--- src/rtsbf_pkg.sv ---
`timescale 1ns / 1ps
// rtsbf_pkg: shared types, constants and coding helpers of the blind frame builder.
// No dependencies; used by the register write interface and all modules.
package rtsbf_pkg;

    localparam int PAYLOAD_LEN  = 7;
    localparam int PREAMBLE_LEN = 4;
    localparam int CFG_IDX_W    = 8;
    localparam int CFG_DATA_W   = 24;
    localparam int PFX_IDX_W    = 6;

    typedef enum logic {
        OP_SEND    = 1'b0,
        OP_ADVANCE = 1'b1
    } op_t;

    localparam logic [CFG_IDX_W-1:0] REG_KEY  = 8'd0;
    localparam logic [CFG_IDX_W-1:0] REG_BASE = 8'd1;

    localparam logic [7:0] KEY_RESET = 8'd167;

    typedef logic [PAYLOAD_LEN-1:0][7:0] frame_t;

    // Pending frame handed from the payload builder to the serializer.
    typedef struct packed {
        logic   valid;
        frame_t frame;
    } load_t;

    localparam logic [PREAMBLE_LEN-1:0][7:0] PREAMBLE = {8'hfe, 8'he1, 8'he1, 8'h01};

    function automatic logic [7:0] prefix_byte(input logic [PFX_IDX_W-1:0] i,
                                               input logic [PFX_IDX_W-1:0] n);
        logic [PFX_IDX_W-1:0] start;
        logic [PFX_IDX_W-1:0] off;
        logic [7:0]           b;
        start = n - PFX_IDX_W'(PREAMBLE_LEN);
        off   = i - start;
        if (i >= start)
            b = PREAMBLE[off[1:0]];
        else if (i < PFX_IDX_W'(2))
            b = 8'hff;
        else
            b = 8'h00;
        return b;
    endfunction

    // Bit k of the nibble becomes pair k: 1 -> 01, 0 -> 10.
    function automatic logic [7:0] code_nibble(input logic [3:0] nib);
        logic [7:0] v;
        for (int k = 0; k < 4; k++)
            v[2*k +: 2] = nib[k] ? 2'b01 : 2'b10;
        return v;
    endfunction

endpackage

--- src/rtsbf_in_if.sv ---
`timescale 1ns / 1ps
// rtsbf_in_if: request channel (send / advance words) of the blind frame builder.
// Depends on no other file.
interface rtsbf_in_if;
    logic                 valid;
    logic                 ready;
    logic                 op;
    logic [3:0]           remote_slot;
    logic [3:0]           command;

    modport source (output valid, op, remote_slot, command, input ready);
    modport sink   (input valid, op, remote_slot, command, output ready);
endinterface

--- src/rtsbf_out_if.sv ---
`timescale 1ns / 1ps
// rtsbf_out_if: frame byte channel of the blind frame builder.
// Depends on no other file.
interface rtsbf_out_if;
    logic       valid;
    logic       ready;
    logic [7:0] frame_byte;
    logic       last_byte;

    modport source (output valid, frame_byte, last_byte, input ready);
    modport sink   (input valid, frame_byte, last_byte, output ready);
endinterface

--- src/rtsbf_cfg_if.sv ---
`timescale 1ns / 1ps
// rtsbf_cfg_if: register write channel of the blind frame builder.
// Depends on rtsbf_pkg for the index and data widths.
interface rtsbf_cfg_if;
    logic                             valid;
    logic                             ready;
    logic [rtsbf_pkg::CFG_IDX_W-1:0]  index;
    logic [rtsbf_pkg::CFG_DATA_W-1:0] data;

    modport source (output valid, index, data, input ready);
    modport sink   (input valid, index, data, output ready);
endinterface

--- src/rtsbf_serializer.sv ---
`timescale 1ns / 1ps
// rtsbf_serializer: holds one built payload and streams prefix plus Manchester
// coded bytes, one per cycle unless rsp stalls, through an output register. Depends on rtsbf_pkg.
module rtsbf_serializer #(
    parameter int PREFIX_BYTES = 16
) (
    input  logic                 clk,
    input  logic                 rst_n,
    input  rtsbf_pkg::load_t     load,
    output logic                 taken,
    rtsbf_out_if.source          rsp
);

    localparam int TOTAL = PREFIX_BYTES + 2 * rtsbf_pkg::PAYLOAD_LEN;
    localparam int CNT_W = $clog2(TOTAL);

    rtsbf_pkg::frame_t  frame_reg;
    logic [CNT_W-1:0]   cnt_reg;
    logic               busy_reg;
    logic               ovalid_reg;
    logic [7:0]         obyte_reg;
    logic               olast_reg;

    logic               adv;
    logic               at_end;
    logic               last_adv;
    logic [CNT_W-1:0]   off;
    logic [2:0]         pidx;
    logic [7:0]         pbyte;
    logic [7:0]         cur_byte;

    assign adv      = busy_reg && (!ovalid_reg || rsp.ready);
    assign at_end   = (cnt_reg == CNT_W'(TOTAL - 1));
    assign last_adv = adv && at_end;
    assign taken    = load.valid && (!busy_reg || last_adv);

    assign off  = cnt_reg - CNT_W'(PREFIX_BYTES);
    assign pidx = off[3:1];

    always_comb
    begin
        pbyte = frame_reg[pidx];
        if (cnt_reg < CNT_W'(PREFIX_BYTES))
            cur_byte = rtsbf_pkg::prefix_byte(rtsbf_pkg::PFX_IDX_W'(cnt_reg),
                                              rtsbf_pkg::PFX_IDX_W'(PREFIX_BYTES));
        else if (off[0] == 1'b0)
            cur_byte = rtsbf_pkg::code_nibble(pbyte[7:4]);
        else
            cur_byte = rtsbf_pkg::code_nibble(pbyte[3:0]);
    end

    always_ff @(posedge clk or negedge rst_n)
    begin
        if (!rst_n)
        begin
            busy_reg   <= 1'b0;
            cnt_reg    <= '0;
            ovalid_reg <= 1'b0;
        end
        else
        begin
            if (taken)
            begin
                busy_reg <= 1'b1;
                cnt_reg  <= '0;
            end
            else if (last_adv)
            begin
                busy_reg <= 1'b0;
            end
            else if (adv)
            begin
                cnt_reg <= cnt_reg + CNT_W'(1);
            end

            if (adv)
                ovalid_reg <= 1'b1;
            else if (rsp.ready)
                ovalid_reg <= 1'b0;
        end
    end

    always_ff @(posedge clk)
    begin
        if (taken)
            frame_reg <= load.frame;
        if (adv)
        begin
            obyte_reg <= cur_byte;
            olast_reg <= at_end;
        end
    end

    assign rsp.valid      = ovalid_reg;
    assign rsp.frame_byte = obyte_reg;
    assign rsp.last_byte  = olast_reg;

endmodule

--- src/rts_blind_frame_builder_core.sv ---
`timescale 1ns / 1ps
// rts_blind_frame_builder_core: top level of the blind remote frame builder.
// Depends on rtsbf_pkg, rtsbf_in_if, rtsbf_out_if, rtsbf_cfg_if, rtsbf_serializer.
//
// Usage:
//   req  - valid/ready request words: op (send or advance), remote_slot, command.
//   rsp  - valid/ready frame bytes; last_byte marks the final byte of a frame.
//   cfg  - register writes (index 0 key byte, index 1 base remote id); always ready.
// A send word is built into a seven-byte payload in the accept cycle and parked
// in a one-entry pending register. The serializer takes it and emits
// PREFIX_BYTES + 14 bytes (30 by default), one per cycle unless rsp stalls; the
// first byte reaches rsp through the pending register, the serializer's busy and
// count registers and its output register. The serializer's byte stream sets the
// rate of send words, with no gap between frames. An advance word bumps the slot's
// rolling code. req.ready drops while a built frame waits for the serializer.
// When rsp stalls, the output register holds its byte and the serializer waits.
// Reset clears the rolling-code table, the key to 167 and the base id to zero,
// and drops every pending frame and byte.
module rts_blind_frame_builder_core #(
    parameter int REMOTE_SLOTS = 9,
    parameter int PREFIX_BYTES = 16
) (
    input  logic         clk,
    input  logic         rst_n,
    rtsbf_in_if.sink     req,
    rtsbf_out_if.source  rsp,
    rtsbf_cfg_if.sink    cfg
);

    localparam int SLOT_IDX_W = (REMOTE_SLOTS > 1) ? $clog2(REMOTE_SLOTS) : 1;

    logic [7:0]                 key_reg;
    logic [23:0]                base_reg;
    logic [15:0]                rc_table_reg [REMOTE_SLOTS];
    logic                       pend_valid_reg;
    rtsbf_pkg::frame_t          pend_frame_reg;

    logic                       acc;
    logic                       send_acc;
    logic                       adv_acc;
    logic                       slot_ok;
    logic [3:0]                 slot_m1;
    logic [SLOT_IDX_W-1:0]      slot_idx;
    logic [15:0]                rc;
    logic [23:0]                id;
    rtsbf_pkg::frame_t          raw;
    rtsbf_pkg::frame_t          built;
    logic [3:0]                 chk;
    rtsbf_pkg::load_t           load;
    logic                       taken;

    assign req.ready = !pend_valid_reg;
    assign cfg.ready = 1'b1;

    assign acc      = req.valid && req.ready;
    assign send_acc = acc && (req.op == rtsbf_pkg::OP_SEND);
    assign adv_acc  = acc && (req.op == rtsbf_pkg::OP_ADVANCE);

    assign slot_ok  = (req.remote_slot != 4'd0) &&
                      ({1'b0, req.remote_slot} <= 5'(REMOTE_SLOTS));
    assign slot_m1  = req.remote_slot - 4'd1;
    assign slot_idx = slot_m1[SLOT_IDX_W-1:0];

    // Build payload: checksum over all bytes, then chain each byte with the previous.
    always_comb
    begin
        rc = slot_ok ? rc_table_reg[slot_idx] : 16'd0;
        id = base_reg + {20'd0, req.remote_slot};

        raw[0] = key_reg;
        raw[1] = {req.command, 4'd0};
        raw[2] = rc[15:8];
        raw[3] = rc[7:0];
        raw[4] = id[23:16];
        raw[5] = id[15:8];
        raw[6] = id[7:0];

        chk = 4'd0;
        for (int i = 0; i < rtsbf_pkg::PAYLOAD_LEN; i++)
            chk = chk ^ raw[i][7:4] ^ raw[i][3:0];
        raw[1][3:0] = chk;

        built[0] = raw[0];
        for (int i = 1; i < rtsbf_pkg::PAYLOAD_LEN; i++)
            built[i] = built[i-1] ^ raw[i];
    end

    always_ff @(posedge clk or negedge rst_n)
    begin
        if (!rst_n)
        begin
            key_reg        <= rtsbf_pkg::KEY_RESET;
            base_reg       <= '0;
            pend_valid_reg <= 1'b0;
            for (int s = 0; s < REMOTE_SLOTS; s++)
                rc_table_reg[s] <= '0;
        end
        else
        begin
            if (cfg.valid && cfg.ready)
            begin
                if (cfg.index == rtsbf_pkg::REG_KEY)
                    key_reg <= cfg.data[7:0];
                else if (cfg.index == rtsbf_pkg::REG_BASE)
                    base_reg <= cfg.data;
            end

            if (adv_acc && slot_ok)
                rc_table_reg[slot_idx] <= rc_table_reg[slot_idx] + 16'd1;

            if (send_acc)
                pend_valid_reg <= 1'b1;
            else if (taken)
                pend_valid_reg <= 1'b0;
        end
    end

    always_ff @(posedge clk)
    begin
        if (send_acc)
            pend_frame_reg <= built;
    end

    assign load.valid = pend_valid_reg;
    assign load.frame = pend_frame_reg;

    rtsbf_serializer #(
        .PREFIX_BYTES (PREFIX_BYTES)
    ) u_serializer (
        .clk   (clk),
        .rst_n (rst_n),
        .load  (load),
        .taken (taken),
        .rsp   (rsp)
    );

    // The serializer only takes a frame that is really pending.
    a_take_pending: assert property (@(posedge clk) disable iff (!rst_n)
        taken |-> pend_valid_reg)
        else $error("serializer took a frame with nothing pending");

    // An accepted send always leaves a pending frame behind.
    a_send_parks: assert property (@(posedge clk) disable iff (!rst_n)
        send_acc |=> pend_valid_reg)
        else $error("send word accepted without a pending frame");

    // An advance on a valid slot bumps that slot's rolling code by one.
    a_advance_bumps: assert property (@(posedge clk) disable iff (!rst_n)
        (adv_acc && slot_ok) |=>
            rc_table_reg[$past(slot_idx)] == $past(rc_table_reg[slot_idx]) + 16'd1)
        else $error("rolling code not advanced");

    // A built frame that is still waiting is never overwritten before hand-off.
    a_no_overwrite: assert property (@(posedge clk) disable iff (!rst_n)
        (pend_valid_reg && !taken) |=> (pend_frame_reg == $past(pend_frame_reg)))
        else $error("pending frame changed before hand-off");

endmodule

--- src/flat_wrapper.sv ---
// flat-port wrapper written by rule: the top's interface ports become plain ports
module rts_blind_frame_builder_core_flat 
#(
    parameter int REMOTE_SLOTS = 9,
    parameter int PREFIX_BYTES = 16
)
  (clk, rst_n, req_valid, req_op, req_remote_slot, req_command, req_ready, rsp_valid, rsp_frame_byte, rsp_last_byte, rsp_ready, cfg_valid, cfg_index, cfg_data, cfg_ready);
  rtsbf_in_if req_i ();
  rtsbf_out_if rsp_i ();
  rtsbf_cfg_if cfg_i ();
  input  logic clk;
  input  logic rst_n;
  input wire logic [$bits(req_i.valid)-1:0] req_valid;
  input wire logic [$bits(req_i.op)-1:0] req_op;
  input wire logic [$bits(req_i.remote_slot)-1:0] req_remote_slot;
  input wire logic [$bits(req_i.command)-1:0] req_command;
  output wire logic [$bits(req_i.ready)-1:0] req_ready;
  output wire logic [$bits(rsp_i.valid)-1:0] rsp_valid;
  output wire logic [$bits(rsp_i.frame_byte)-1:0] rsp_frame_byte;
  output wire logic [$bits(rsp_i.last_byte)-1:0] rsp_last_byte;
  input wire logic [$bits(rsp_i.ready)-1:0] rsp_ready;
  input wire logic [$bits(cfg_i.valid)-1:0] cfg_valid;
  input wire logic [$bits(cfg_i.index)-1:0] cfg_index;
  input wire logic [$bits(cfg_i.data)-1:0] cfg_data;
  output wire logic [$bits(cfg_i.ready)-1:0] cfg_ready;
  assign req_i.valid = req_valid;
  assign req_i.op = req_op;
  assign req_i.remote_slot = req_remote_slot;
  assign req_i.command = req_command;
  assign req_ready = req_i.ready;
  assign rsp_valid = rsp_i.valid;
  assign rsp_frame_byte = rsp_i.frame_byte;
  assign rsp_last_byte = rsp_i.last_byte;
  assign rsp_i.ready = rsp_ready;
  assign cfg_i.valid = cfg_valid;
  assign cfg_i.index = cfg_index;
  assign cfg_i.data = cfg_data;
  assign cfg_ready = cfg_i.ready;
  rts_blind_frame_builder_core #(.REMOTE_SLOTS(REMOTE_SLOTS), .PREFIX_BYTES(PREFIX_BYTES)) u_core (.clk(clk), .rst_n(rst_n), .req(req_i), .rsp(rsp_i), .cfg(cfg_i));
endmodule
--- config.mk ---
export PLATFORM = sky130hd
export DESIGN_NAME = rts_blind_frame_builder_core_flat
export DESIGN_NICKNAME = d
export VERILOG_FILES = /design/src/rtsbf_pkg.sv /design/src/rtsbf_in_if.sv /design/src/rtsbf_out_if.sv /design/src/rtsbf_cfg_if.sv /design/src/rtsbf_serializer.sv /design/src/rts_blind_frame_builder_core.sv /design/src/flat_wrapper.sv
export SDC_FILE = /design/constraint.sdc
export NUM_CORES = 1
export LEC_CHECK = 0
export BUFFER_PORTS_ARGS = -buffer_cell sky130_fd_sc_hd__clkbuf_2
export CORE_MARGIN = 3
export CORE_UTILIZATION = 56
export CTS_CLUSTER_DIAMETER = 100
export DETAILED_ROUTE_END_ITERATION = 7
export HOLD_SLACK_MARGIN = 0.12
export PLACE_DENSITY_LB_ADDON = 0.1
export SYNTH_ARGS = -nofsm -noshare
export SYNTH_HDL_FRONTEND = slang
export SYNTH_SLANG_ARGS = --single-unit
--- constraint.sdc ---
create_clock -name clk -period 5.2 [get_ports clk]
set_clock_uncertainty 0.1 [all_clocks]
set_input_delay 0.78 -clock clk [delete_from_list [all_inputs] [get_ports clk]]
set_output_delay 0.78 -clock clk [all_outputs]
set_load 0.02 [all_outputs]
# Yosys cells after proc, flatten, opt, wreduce, memory -nomap -nowiden
# Cells that the tools add are included.
dict set report word_totals {
  out_inout_bits 12
  register_bits 305
  word_cells 124
}
dict set report classes {
  n_reduce_logical 23
  eq_ne 3
  n_mux 32
  n_addsub 6
  order_cmp 8
  bitwise_logic 21
}
# operator n
set op_table {}
lappend op_table {{144-bit bitwise mux} 1}
lappend op_table {{16-bit binary-select mux with 4-bit select} 1}
lappend op_table {{16-bit demux with 4-bit select} 1}
lappend op_table {{16-bit two-way mux} 4}
lappend op_table {{8-bit two-way mux} 6}
lappend op_table {{4-bit XOR} 12}
lappend op_table {{8-bit XOR} 6}
lappend op_table {{24-bit by 4-bit adder with 24-bit output} 1}
lappend op_table {{8-bit binary-select mux with 3-bit select} 1}
lappend op_table {{16-bit by 1-bit adder with 16-bit output (second input constant)} 1}
lappend op_table {{8-bit binary-select mux with 2-bit select} 1}
lappend op_table {{2-bit two-way mux} 8}
lappend op_table {{5-bit two-way mux} 3}
lappend op_table {{1-bit logical AND} 9}
lappend op_table {{8-bit by 1-bit == test with 1-bit output (second input constant)} 1}
lappend op_table {{8-bit zero test} 1}
lappend op_table {{2-bit nonzero test} 4}
lappend op_table {{4-bit by 1-bit subtractor with 4-bit output (second input constant)} 2}
lappend op_table {{1-bit two-way mux} 6}
lappend op_table {{5-bit by 1-bit adder with 5-bit output (second input constant)} 1}
lappend op_table {{5-bit == test (second input constant)} 1}
lappend op_table {{5-bit by 4-bit greater-or-equal comparator with 1-bit output (second input constant)} 1}
lappend op_table {{5-bit greater-or-equal comparator (second input constant)} 1}
lappend op_table {{5-bit by 1-bit < comparator with 1-bit output (second input constant)} 1}
lappend op_table {{other kinds (14)} 19}

# Longest topological paths before layout
# Gate-level depths: netlist of the first run.
dict set report depth {
  word_depth 22
  mapped_depth 18
}

# By module
# A second synthesis of the first run with hierarchy kept.
dict set report unflattened {
  cells_unflattened 1084
  hier_area_um2 14197.4
}
# mod seq_area_each_um2 instances cells_per_inst area_each_um2
set by_module_without_submodules {}
lappend by_module_without_submodules {rts_blind_frame_builder_core 6117.1 1 898 11218.3}
lappend by_module_without_submodules {rtsbf_serializer 2127.0 1 186 2979.1}

# Worst setup path before layout of the first run
# Ideal clock, no wire load.
dict set report synth_timing {
  kind {in2reg}
  from {input req_op}
  to {register u_core.pend_frame_reg, in the netlist u_core.load[0], enable pin}
  t_arrival_ns 4.945
  setup_time_ns 0.553
  required_ns 4.547
  stages 1
  slack_ns -0.398
  cell_sequence {nor3b_1}
}
dict set report synth_between {
  elab_chain_len 2
}
# element line_no
set synth_rtl {}
lappend synth_rtl {{from (decl)} flat_wrapper.sv:14} ;# input wire logic [$bits(req_i.op)-1:0] req_op;
lappend synth_rtl {{1-bit inverter} rts_blind_frame_builder_core.sv:56} ;# assign send_acc = acc && (req.op == rtsbf_pkg::OP_SEND);
lappend synth_rtl {{1-bit logical AND} rts_blind_frame_builder_core.sv:56}
lappend synth_rtl {{to (signal assigned)} rts_blind_frame_builder_core.sv:121} ;# pend_frame_reg <= built;
lappend synth_rtl {{to (decl)} rts_blind_frame_builder_core.sv:36} ;# rtsbf_pkg::frame_t pend_frame_reg;
# Every way passes these cells.
# A chain may end at the register's enable or synchronous reset.

# Worst setup path after layout of the first run
dict set report layout_timing {
  from {input req_remote_slot[1]}
  to {register u_core.rc_table_reg[92] (netlist bit)}
}
dict set report layout_between {
  elab_chain_len 7
}
# element line_no
set layout_rtl {}
lappend layout_rtl {{from (decl)} flat_wrapper.sv:15} ;# input wire logic [$bits(req_i.remote_slot)-1:0] req_remote_slot;
lappend layout_rtl {{4-bit by 1-bit subtractor with 4-bit output} rts_blind_frame_builder_core.sv:61} ;# assign slot_m1 = req.remote_slot - 4'd1;
lappend layout_rtl {{4-bit inverter with 5-bit output (implied by the code)} rts_blind_frame_builder_core.sv:109} ;# rc_table_reg[slot_idx] <= rc_table_reg[slot_idx] + 16'd1;
lappend layout_rtl {{16-bit binary-select mux with 4-bit select (tied with other cells)} rts_blind_frame_builder_core.sv:109}
lappend layout_rtl {{16-bit two-way mux (implied by the code) or 1-bit logical AND (tied branches)} rts_blind_frame_builder_core.sv:109}
lappend layout_rtl {{16-bit two-way mux (implied by the code)} rts_blind_frame_builder_core.sv:109}
lappend layout_rtl {{16-bit by 1-bit adder with 16-bit output or 16-bit demux with 4-bit select (tied branches)} rts_blind_frame_builder_core.sv:109}
lappend layout_rtl {{144-bit bitwise mux} rts_blind_frame_builder_core.sv:109}
lappend layout_rtl {{to (signal, indexed assignment)} rts_blind_frame_builder_core.sv:109}
lappend layout_rtl {{to (decl)} rts_blind_frame_builder_core.sv:34} ;# logic [15:0] rc_table_reg [REMOTE_SLOTS];
# Parallel ways exist; a longest one is shown, timed or not. The select of a mux whose other input is x is not followed.

==> impl_metrics.env, run 1 <==
export IMPL_antenna_found_initial=0
export IMPL_status="finished, final reports clean"
export IMPL_port_buffers=56
export IMPL_slew_viol_final=0
export IMPL_cp_max_fo=13
export IMPL_vdd_ir_drop_max_mv=0.312
export IMPL_power_frac_seq=0.443
export IMPL_p_sw_mw=1.78
export IMPL_cellPowerDensity_mw_per_mm2=425
export IMPL_post_route_drc_count=0
export IMPL_cpLargestDelayFamily="simple AND/OR/NAND/NOR gates"
export IMPL_dr_total_vias=8623
export IMPL_swShare=0.264
export IMPL_ys_types=69
export IMPL_cts_hold_buffers=0
export IMPL_yosysMostFrequentCell="nand2_1"
export IMPL_final_nets=1230
export IMPL_row_count=57
export IMPL_fmaxAchievable_ghz=0.244
export IMPL_synth_fp_nets=1173
export IMPL_synth_edf_count=121
export IMPL_syn_to_final_growth_pct=12.8
export IMPL_reg2reg_to="u_core.load[32]$_DFFE_PP_"
export IMPL_min_path_type="in2async"
export IMPL_synthCells=1113
export IMPL_hold_slack_ns=0.204
export IMPL_rr_worst_depth=12
export IMPL_setup_viol=0
export IMPL_htree_levels=1
export IMPL_synthesis_area_mm2=0.0141
export IMPL_worst_r2r_setup_slack_ns=1.29
export IMPL_cts_tree="yes"
export IMPL_critPathBufInv=2
export IMPL_clk_pin_slew_ns=0.06
export IMPL_drt_pass1_iter_count=5
export IMPL_cp_data_arrival_time_ns=4.40
export IMPL_p_int_mw=4.97
export IMPL_p_clk_frac=0.372
export IMPL_tns_ns=0
export IMPL_avgSynthCellArea_um2=12.7
export IMPL_synth_seq_area_share=0.585
export IMPL_ys_ff_latch=305
export IMPL_wl_per_cell_um=19.3
export IMPL_chipHeight_um=165
export IMPL_min_period_ns=4.10
export IMPL_grt_usage=0.228
export IMPL_wl_mm=29.3
export IMPL_netlist_area_leader_share=0.318
export IMPL_slowest_stage="xnor2_1"
export IMPL_reg2reg_from="u_core.base_reg[0]$_DFFE_PN0P_"
export IMPL_post_cts_setup_buffer_count=0
export IMPL_max_cap_violations=0
export IMPL_clkSinkCount=305
export IMPL_combPwrFrac=0.185
export IMPL_dpl_cell_area_mm2=0.0147
export IMPL_endpoint_kind="flip-flop"
export IMPL_grt_setup_unrepaired="false"
export IMPL_fp_dieArea_mm2=0.0271
export IMPL_cts_buffers=31
export IMPL_clockBufferDepth=3
export IMPL_worstPathCellList="clkbuf_2 -> inv_1 -> ha_1 -> xnor2_1 -> and2_1 -> a22oi_1 -> a21oi_1 -> nand4b_2 -> nor2_1 -> nand2_1 -> xnor2_1 -> o21ai_0"
export IMPL_synth_flop_cell="dfrtp_1"
export IMPL_grt_pass1_vias=8630
export IMPL_cts_resized_gates=0
export IMPL_drt_iter0_markers=720
export IMPL_grt_max_degree=110
export IMPL_synth_common_cells="182 x nand2_1, 179 x dfrtp_1, 139 x o21ai_0"
export IMPL_die_w_um=165
export IMPL_largest_reg_flops=144
export IMPL_viasPerCell=5.68
export IMPL_hpwl_mm=20.2
export IMPL_core_area_mm2=0.0245
export IMPL_pin_count=58
export IMPL_crit_path_start_kind="primary input"
export IMPL_maxSlewHeadroom=0.257
export IMPL_criticalPathCategory="in2reg"
export IMPL_p_leak_nw=6.54
export IMPL_grt_pass1_wl_mm=47.8
export IMPL_final_fill_count=1897
export IMPL_synthArstFlopShare=0.603
export IMPL_crit_top_cell="xnor2_1"
export IMPL_ant_nets=0
export IMPL_cpPeakStageDelay_ns=0.63
export IMPL_period_share=0.789
export IMPL_cts_root_buf="clkbuf_16"
export IMPL_layout_cells_non_filler=1519
export IMPL_required_ns=5.50
export IMPL_ys_warn_count=0
export IMPL_dp_cells=1461
export IMPL_tightestPinTransition_ns=1.11
export IMPL_synth_area_top_cells="dfrtp_1 32%, edfxtp_1 26%, mux4_2 6.4%, o21ai_0 4.9%, nand2_1 4.8%"
export IMPL_drive_gt1_frac=0.218
export IMPL_clk_latency_ns=0.56
export IMPL_synth_area_leader_cell="dfrtp_1"
export IMPL_design_area_mm2=0.0159
export IMPL_gp_congestion=0.858
export IMPL_initial_utilization=0.574
export IMPL_finalHoldViolCount=0
export IMPL_diodes=0
export IMPL_grt_overflow=0
placed cells by master (no fill, tap or decap), types with 4 or more instances in the layout:
cell         n
a21oi_1     19
a21oi_2      4
a22oi_1     11
a31oi_1      4
and2_1       6
and3_1      16
buf_4       26
bufinv_16    8
clkbuf_16   31
clkbuf_2    55
clkbuf_8     9
clkinv_2     5
dfrtp_1    179
dfstp_2      5
edfxtp_1   121
ha_1        13
inv_1       15
mux2_2      43
mux2i_1     11
mux4_2      40
nand2_1    182
nand2b_1     7
nand3_1     11
nand4_1      9
nor2_1      33
nor2b_1      5
nor3b_1      4
o21ai_0    139
o21ai_1     10
xnor2_1     73
xnor2_2      5
xnor3_1      5
xor2_1      29
cell type report:
type	count	area [µm²]	area share
Multi-Input combinational cell	735	5520	0.347
Clock inverter	17	289	0.0182
Sequential cell	305	8240	0.519
Tap cell	324	405	0.0255
Inverter	15	56.3	0.00354
Clock buffer	41	893	0.0562
Timing Repair Buffer	82	484	0.0305
worst register-to-register path, cell delays in order, from the launching register on:
cell and delay, ns:
dfrtp_1 0.36, ha_1 0.17, inv_1 0.05, fa_1 0.40, nor2b_1 0.14, o21ai_1 0.10
a21oi_1 0.45, nor2b_1 0.33, and3_1 0.22, xnor2_1 0.35, xnor3_1 0.60, xor2_1 0.28
xnor2_1 0.11
metrics by stage:
stage,worst slack [ns],total power [mW],util
CTS,1.16,6.81,0.648
global placement,0.686,4.25,0.599
detailed placement,0.579,4.29,0.599
global route,0.769,7.06,0.648
floorplan,0.926,3.93,-
finish,1.10,6.75,0.648
worst max-delay path by stage:
stage / from / cells past startpoint / to / slack [ns]
global placement: req_remote_slot[1] / 13 / u_core.load[43]$_DFFE_PP_ / 0.69
detailed placement: req_remote_slot[1] / 12 / u_core.rc_table_reg[28]$_DFFE_PN0P_ / 0.58
finish: req_remote_slot[1] / 12 / u_core.rc_table_reg[92]$_DFFE_PN0P_ / 1.10
CTS: req_remote_slot[1] / 12 / u_core.rc_table_reg[92]$_DFFE_PN0P_ / 1.16
global route: req_remote_slot[1] / 12 / u_core.rc_table_reg[92]$_DFFE_PN0P_ / 0.77
floorplan: req_remote_slot[0] / 17 / u_core.rc_table_reg[106]$_DFFE_PN0P_ / 0.93
power groups by stage:
stage               Sequential, mW  Combinational, mW  Clock (mW)
global route                  3.02               1.39        2.65
finish                        2.99               1.25        2.51
floorplan                     3.00              0.928           0
detailed placement            3.04               1.25           0
CTS                           2.99               1.26        2.56
global placement              3.03               1.22           0
layer usage:
metal  vias to the layer above  global-route usage  part of all wire
met5                         -                   0                 0
met4                         0              0.0530             0.020
met3                        45              0.0361             0.061
met2                       230               0.336              0.44
met1                      4271               0.360              0.48
li1                       4077                   -                 -
cells by family (layout without fill, tap and decap cells):
| family | after synthesis | count (layout) | synth area share |
|---|---|---|---|
| xor+xnor | 118 | 118 | 0.0868 |
| fa+ha+maj | 14 | 14 | 0.0130 |
| buf+inv | 73 | 155 | 0.0242 |
| mux | 94 | 94 | 0.106 |
| compound gates | 214 | 214 | 0.0895 |
| other cells | 1 | 1 | 0.000266 |
| simple gates | 294 | 294 | 0.0949 |
| flops | 305 | 305 | 0.585 |
Note: power is estimated with default switching activity, not from simulation.
==> inputs of run 2 (changes only) <==
Settings changed: ABC_AREA set to 1.
Clock period 5.2 ns to 3.76 ns, I/O delays scaled along.
==> run 2 against run 1 <==
Compared with the run above:
- synthesized cell count rose by 61%
- hold slack worse by 0.030 ns
- critical endpoint is now u_core.rc_table_reg[14]$_DFFE_PN0P_
- clock-buffer cell count grew 6
- critical path depth rose by 10
- highest routed layer unchanged
- sequential power is 36% higher
- synthesized area is 10% higher
- register-to-register slack lost 0.84 ns
- die area grew 9.6%
- largest power group unchanged
- sequential cell count is the same
- design area grew 16%
- first-iteration DRC count is 79% higher
==> impl_metrics.env, run 2 <==
export IMPL_status="finished, final reports clean"
export IMPL_reg2reg_to="u_core.load[42]$_DFFE_PP_"
export IMPL_viasPerCell=5.45
export IMPL_row_count=60
export IMPL_post_route_drc_count=0
export IMPL_synthMuxAreaShare=0.00428
export IMPL_synth_top_family_by_area="simple AND/OR/NAND/NOR gates"
export IMPL_dp_cells=2298
export IMPL_synth_edf_count=121
export IMPL_min_path_cells=3
export IMPL_seq_area_mm2=0.00824
export IMPL_hold_slack_ns=0.174
export IMPL_synth_area_leader_cell="dfrtp_1"
export IMPL_ys_warn_count=0
export IMPL_clk_pin_slew_ns=0.06
export IMPL_cts_tree="yes"
export IMPL_final_fill_count=2251
export IMPL_gp_congestion=0.939
export IMPL_crit_path_start_kind="primary input"
export IMPL_rr_worst_depth=26
export IMPL_core_area_mm2=0.0271
export IMPL_syn_to_final_growth_pct=18.7
export IMPL_p_leak_nw=8.61
export IMPL_fin_util=0.679
export IMPL_wl_mm=39.6
export IMPL_final_cell_mix="580 x nand2_1, 184 x o21ai_0, 179 x dfrtp_1, 155 x nand3_1, 149 x inv_1"
export IMPL_clkSinkCount=305
export IMPL_die_w_um=172
export IMPL_dr_total_vias=12900
export IMPL_grt_pass1_vias=12100
export IMPL_cp_data_arrival_time_ns=3.67
export IMPL_final_setup_worst_slack_ns=0.443
export IMPL_totalPowerFinal_mw=9.97
export IMPL_synth_seq_area_share=0.532
export IMPL_tns_ns=0
export IMPL_synth_flop_cell="dfrtp_1"
export IMPL_worst_r2r_setup_slack_ns=0.45
export IMPL_endpoint_kind="flip-flop"
export IMPL_grt_overflow=0
export IMPL_port_buffers=56
export IMPL_clockBufferDepth=3
export IMPL_reg2reg_from="u_core.base_reg[0]$_DFFE_PN0P_"
export IMPL_post_cts_setup_buffer_count=0
export IMPL_grt_setup_unrepaired="false"
export IMPL_synth_compound_area_frac=0.0904
export IMPL_maxSlewHeadroom=0.471
export IMPL_ant_nets=0
export IMPL_criticalPathCategory="in2reg"
export IMPL_synth_area_top_cells="dfrtp_1 29%, edfxtp_1 23%, nand2_1 14%, o21ai_0 5.9%, nand3_1 5.0%"
export IMPL_fmaxAchievable_ghz=0.301
export IMPL_slew_viol_final=0
export IMPL_synth_common_cells="580 x nand2_1, 184 x o21ai_0, 179 x dfrtp_1"
export IMPL_avgSynthCellArea_um2=8.62
export IMPL_htree_levels=2
export IMPL_dpl_cell_area_mm2=0.0171
export IMPL_min_path_type="in2reg"
export IMPL_design_area_mm2=0.0184
export IMPL_antenna_found_initial=0
export IMPL_cts_root_buf="clkbuf_16"
export IMPL_hp_start="cfg_data[5]"
export IMPL_grt_usage=0.273
export IMPL_clk_latency_ns=0.51
export IMPL_finalHoldViolCount=0
export IMPL_required_ns=4.11
export IMPL_synth_simple_gate_area_share=0.259
export IMPL_dp_slack_ns=0.000741
export IMPL_yosysMostFrequentCell="nand2_1"
export IMPL_synth_xor_area_frac=0.0411
export IMPL_period_share=0.882
export IMPL_synthArstFlopShare=0.603
export IMPL_initial_utilization=0.572
export IMPL_synth_fp_nets=1857
export IMPL_wl_per_cell_um=16.8
export IMPL_setup_viol=0
export IMPL_grt_max_degree=91
export IMPL_hold_end="u_core.key_reg[5]$_DFFE_PN1P_"
export IMPL_cts_buffers=34
export IMPL_ys_types=58
export IMPL_largest_reg_flops=144
export IMPL_synthCells=1797
export IMPL_cellPowerDensity_mw_per_mm2=542
export IMPL_netlist_area_leader_share=0.289
export IMPL_fp_dieArea_mm2=0.0297
export IMPL_drt_iter0_markers=1291
export IMPL_ys_ff_latch=305
export IMPL_drive_gt1_frac=0.171
export IMPL_pin_count=58
export IMPL_tightestPinTransition_ns=0.790
export IMPL_grt_pass1_wl_mm=63.7
export IMPL_chipHeight_um=172
export IMPL_final_common_cell="nand2_1"
export IMPL_cp_max_fo=9
export IMPL_max_cap_violations=0
export IMPL_diodes=0
export IMPL_final_nets=2023
export IMPL_layout_cells_non_filler=2359
export IMPL_multiInputGateArea_mm2=0.00632
export IMPL_min_period_ns=3.32
export IMPL_drt_pass1_iter_count=6
export IMPL_hpwl_mm=27.9
export IMPL_synthAdderAreaFrac=0.0118
export IMPL_vdd_ir_drop_max_mv=0.393
export IMPL_synthesis_area_mm2=0.0155
[run 2: cell types whose count changed after synthesis, sizes merged, moves of 10 or more]
cell,before,now
xnor2,80,21
nor2,34,107
o21ai,149,202
mux2,43,5
mux2i,11,1
nand2,182,598
nand4,9,27
and3,16,0
inv,15,157
mux4,40,0
nand3,12,166
a22oi,12,2
a21oi,24,36
[run 2: cell families after synthesis]
kind of cell / Yosys count
compound gates: 264
xor+xnor: 56
fa+ha+maj: 14
buf+inv: 228
flops: 305
mux: 6
other cells: 1
simple gates: 923
[run 2: layer usage]
metal	wire [µm]	vias up	GRT usage
met5	0	-	0
met4	1020	0	0.0837
met3	2660	71	0.0450
met2	17600	434	0.413
met1	18300	6103	0.406
li1	-	6244	-
[run 2: report_power, final]
part           switching [mW]  total [mW]  internal [mW]
Clock                    1.32        3.62           2.30
Sequential              0.185        4.08           3.90
Combinational            1.46        2.27          0.815
Total                    2.96        9.97           7.01
[run 2: worst max path at each step]
| stage | start | endpoint | slack, ns | depth (start not counted) |
|---|---|---|---|---|
| 2_1_floorplan | req_remote_slot[0] | u_core.rc_table_reg[126]$_DFFE_PN0P_ | 0.06 | 22 |
| 3_3_place_gp | req_remote_slot[1] | u_core.load[41]$_DFFE_PP_ | 0.07 | 27 |
| 3_5_place_dp | req_remote_slot[0] | u_core.load[42]$_DFFE_PP_ | 0.0007 | 28 |
| 4_1_cts | u_core.base_reg[0]$_DFFE_PN0P_ | u_core.load[42]$_DFFE_PP_ | 0.45 | 26 |
| 5_1_grt | u_core.base_reg[0]$_DFFE_PN0P_ | u_core.load[42]$_DFFE_PP_ | 0.05 | 26 |
| 6_report | req_remote_slot[0] | u_core.rc_table_reg[14]$_DFFE_PN0P_ | 0.44 | 22 |
[run 2: worst max-delay path: stages]
cell and delay [ns]:
clkbuf_2 0.11, inv_2 0.04, ha_1 0.48, inv_2 0.10
buf_4 0.18, a21oi_1 0.13, o21ai_0 0.10, nand3_1 0.15
nand2_2 0.10, inv_1 0.08, ha_1 0.17, inv_1 0.05
nor2_2 0.13, nand3_1 0.13, nor2_2 0.15, nand3_2 0.10
nor2_2 0.12, nand4_2 0.13, nor2_4 0.15, xor2_4 0.31
nand2_1 0.10, nand2_1 0.08
[run 2: layout make-up]
cell class / instances / share of cell area
flip-flops and latches: 305 / 0.448
multi-input cells: 1264 / 0.343
repair buffers: 200 / 0.0835
clock buffers: 47 / 0.0551
inverters: 158 / 0.0324
well taps: 372 / 0.0253
clock inverters: 13 / 0.0121
[run 2: what timing repair did]
action,in CTS,in global routing
hold buffers,1,0
endpoints found under the hold margin,87,0
gates resized for setup,0,0
==> inputs of run 3 (changes only) <==
Settings changed: PLACE_DENSITY set to 0.75, PLACE_DENSITY_LB_ADDON 0.1 to unset.
==> run 3 against run 2 <==
Compared with the run above:
- clock power decreased by 8.6%
- clock-buffer cell count down 7
- critical path depth stayed put
- design area down 0.54%
- final cell count barely moved
- critical path type is now reg2reg
- largest power group unchanged
==> impl_metrics.env, run 3 (synthesis gave the netlist of run 2 again) <==
export IMPL_largest_reg_flops=144
export IMPL_period_share=0.918
export IMPL_grt_max_degree=78
export IMPL_antenna_found_initial=0
export IMPL_dp_slack_ns=-0.232
export IMPL_tightestPinTransition_ns=0.778
export IMPL_crit_top_cell="nand2_1"
export IMPL_cts_root_buf="clkbuf_16"
export IMPL_maxSlewHeadroom=0.480
export IMPL_endpoint_kind="flip-flop"
export IMPL_crit_start="u_core.base_reg[3]$_DFFE_PN0P_"
export IMPL_hold_slack_ns=0.142
export IMPL_fmaxAchievable_ghz=0.290
export IMPL_crit_path_end="u_core.load[41]$_DFFE_PP_"
export IMPL_final_common_cell="nand2_1"
export IMPL_cts_tree="yes"
export IMPL_reg2reg_to="u_core.load[41]$_DFFE_PP_"
export IMPL_crit_path_start_kind="flip-flop"
export IMPL_grt_pass1_wl_mm=63.9
export IMPL_drive_gt1_frac=0.169
export IMPL_final_setup_worst_slack_ns=0.310
export IMPL_core_area_mm2=0.0271
export IMPL_cp_max_fo=5
export IMPL_reg2reg_from="u_core.base_reg[3]$_DFFE_PN0P_"
export IMPL_htree_levels=1
export IMPL_grt_setup_unrepaired="false"
export IMPL_drt_pass1_iter_count=6
export IMPL_clkSinkCount=305
export IMPL_rr_worst_depth=22
export IMPL_post_cts_setup_buffer_count=0
export IMPL_pin_count=58
export IMPL_ant_nets=0
export IMPL_final_nets=2023
export IMPL_die_w_um=172
export IMPL_critPathBufInv=3
export IMPL_grt_pass1_vias=12500
export IMPL_row_count=60
export IMPL_wl_mm=39.4
export IMPL_grt_usage=0.271
export IMPL_criticalPathCategory="reg2reg"
export IMPL_viasPerCell=5.51
export IMPL_initial_utilization=0.572
export IMPL_min_period_ns=3.45
export IMPL_cellPowerDensity_mw_per_mm2=528
export IMPL_min_path_type="in2reg"
export IMPL_final_cell_mix="579 x nand2_1, 184 x o21ai_0, 179 x dfrtp_1, 155 x nand3_1, 149 x inv_1"
export IMPL_max_cap_violations=0
export IMPL_slew_viol_final=0
export IMPL_wl_per_cell_um=16.7
export IMPL_worstPathCellList="ha_1 -> nand2_1 -> inv_1 -> a21oi_1 -> buf_4 -> nand3_1 -> nand2_1 -> nand2_1 -> nand2_1 -> nor2_1 -> nor2_1 -> inv_1 -> nand2_1 -> nand2_1 -> nand2_1 -> nand3_1 -> nand2_1 -> nand2_1 -> nand3_1 -> nand2_1 -> nand2_1 -> nand2_1"
export IMPL_diodes=0
export IMPL_port_buffers=56
export IMPL_worst_r2r_setup_slack_ns=0.31
export IMPL_vdd_ir_drop_max_mv=0.352
export IMPL_slowest_stage="dfrtp_1"
export IMPL_wl_met3_mm=2.86
export IMPL_cp_data_arrival_time_ns=3.66
export IMPL_required_ns=3.97
export IMPL_hpwl_mm=27.9
export IMPL_setup_viol=0
export IMPL_finalHoldViolCount=0
export IMPL_status="finished, final reports clean"
export IMPL_cp_depth=22
export IMPL_gp_congestion=0.956
export IMPL_syn_to_final_growth_pct=18.1
export IMPL_cts_buffers=31
export IMPL_clockBufferDepth=3
export IMPL_clk_latency_ns=0.57
export IMPL_grt_overflow=0
export IMPL_post_route_drc_count=0
export IMPL_final_fill_count=2158
export IMPL_cpLargestDelayFamily="simple AND/OR/NAND/NOR gates"
export IMPL_p_leak_nw=8.55
export IMPL_cpPeakStageDelay_ns=0.40
export IMPL_fp_dieArea_mm2=0.0297
export IMPL_dr_wl_met2_mm=17.9
export IMPL_drt_met1_wl_mm=16.9
export IMPL_clk_pin_slew_ns=0.06
export IMPL_tns_ns=0
export IMPL_routed_top_layer="met4"
export IMPL_chipHeight_um=172
export IMPL_dr_total_vias=13000
export IMPL_drt_iter0_markers=1185
## run 3: changes by cell type in the layout (fill, tap and decap cells not counted), moves of 2 or more
cell	delta
clkbuf_16	-6
buf_12	-2
clkbuf_8	-2
buf_4	+2
dlygate4sd3_1	+3
clkinv_2	+2
## run 3: worst min path at each step
stage                                    startpoint                                     endpoint  slack (ns)  depth (start not counted)
after floorplan                               rst_n               u_core.base_reg[0]$_DFFE_PN0P_        0.17                          0
after global placement    u_core.load[52]$_DFFE_PP_  u_core.u_serializer.frame_reg[52]$_DFFE_PP_        0.30                          0
after detailed placement   u_core.load[1]$_DFFE_PP_   u_core.u_serializer.frame_reg[1]$_DFFE_PP_        0.30                          0
after CTS                               cfg_data[9]               u_core.base_reg[9]$_DFFE_PN0P_        0.13                          2
after global routing                    cfg_data[9]               u_core.base_reg[9]$_DFFE_PN0P_        0.14                          2
final                                   cfg_data[9]               u_core.base_reg[9]$_DFFE_PN0P_        0.14                          2
## run 3: timing repair
item | in CTS | in global routing
endpoints found under the hold margin | 78 | 0
resized for setup | 0 | 3
setup endpoints to repair | 0 | 5
hold buffers | 4 | 0
## run 3: cell type report
| type | instances | area, µm² | area share |
|---|---|---|---|
| multi-input combinational | 1264 | 6340 | 0.346 |
| tap | 372 | 465 | 0.0254 |
| sequential | 305 | 8240 | 0.451 |
| clock buffer | 40 | 840 | 0.0459 |
| timing repair buffer | 203 | 1540 | 0.0842 |
| clock inverter | 18 | 274 | 0.0150 |
| inverter | 158 | 596 | 0.0326 |
## run 3: through the flow
step | utilization | area, µm² | power, mW | std cells
after floorplan | - | 15500 | 5.54 | 1797
after global placement | 0.632 | 17100 | 6.28 | 2298
after detailed placement | 0.632 | 17100 | 6.37 | 2298
after CTS | 0.674 | 18300 | 9.71 | 2360
after global routing | 0.675 | 18300 | 10.2 | 2360
final | 0.675 | 18300 | 9.67 | 2360
## run 3: where the power goes
part | total [mW] | switching, mW | internal, mW
registers | 4.12 | 0.220 | 3.90
clock network | 3.31 | 1.26 | 2.05
logic | 2.24 | 1.44 | 0.804
total | 9.67 | 2.91 | 6.75
## run 3: metal layers
layer / vias up / GRT usage
met4: 0 / 0.109
li1: 6247 / -
met5: - / 0
met1: 6148 / 0.382
met2: 504 / 0.426
met3: 113 / 0.0402
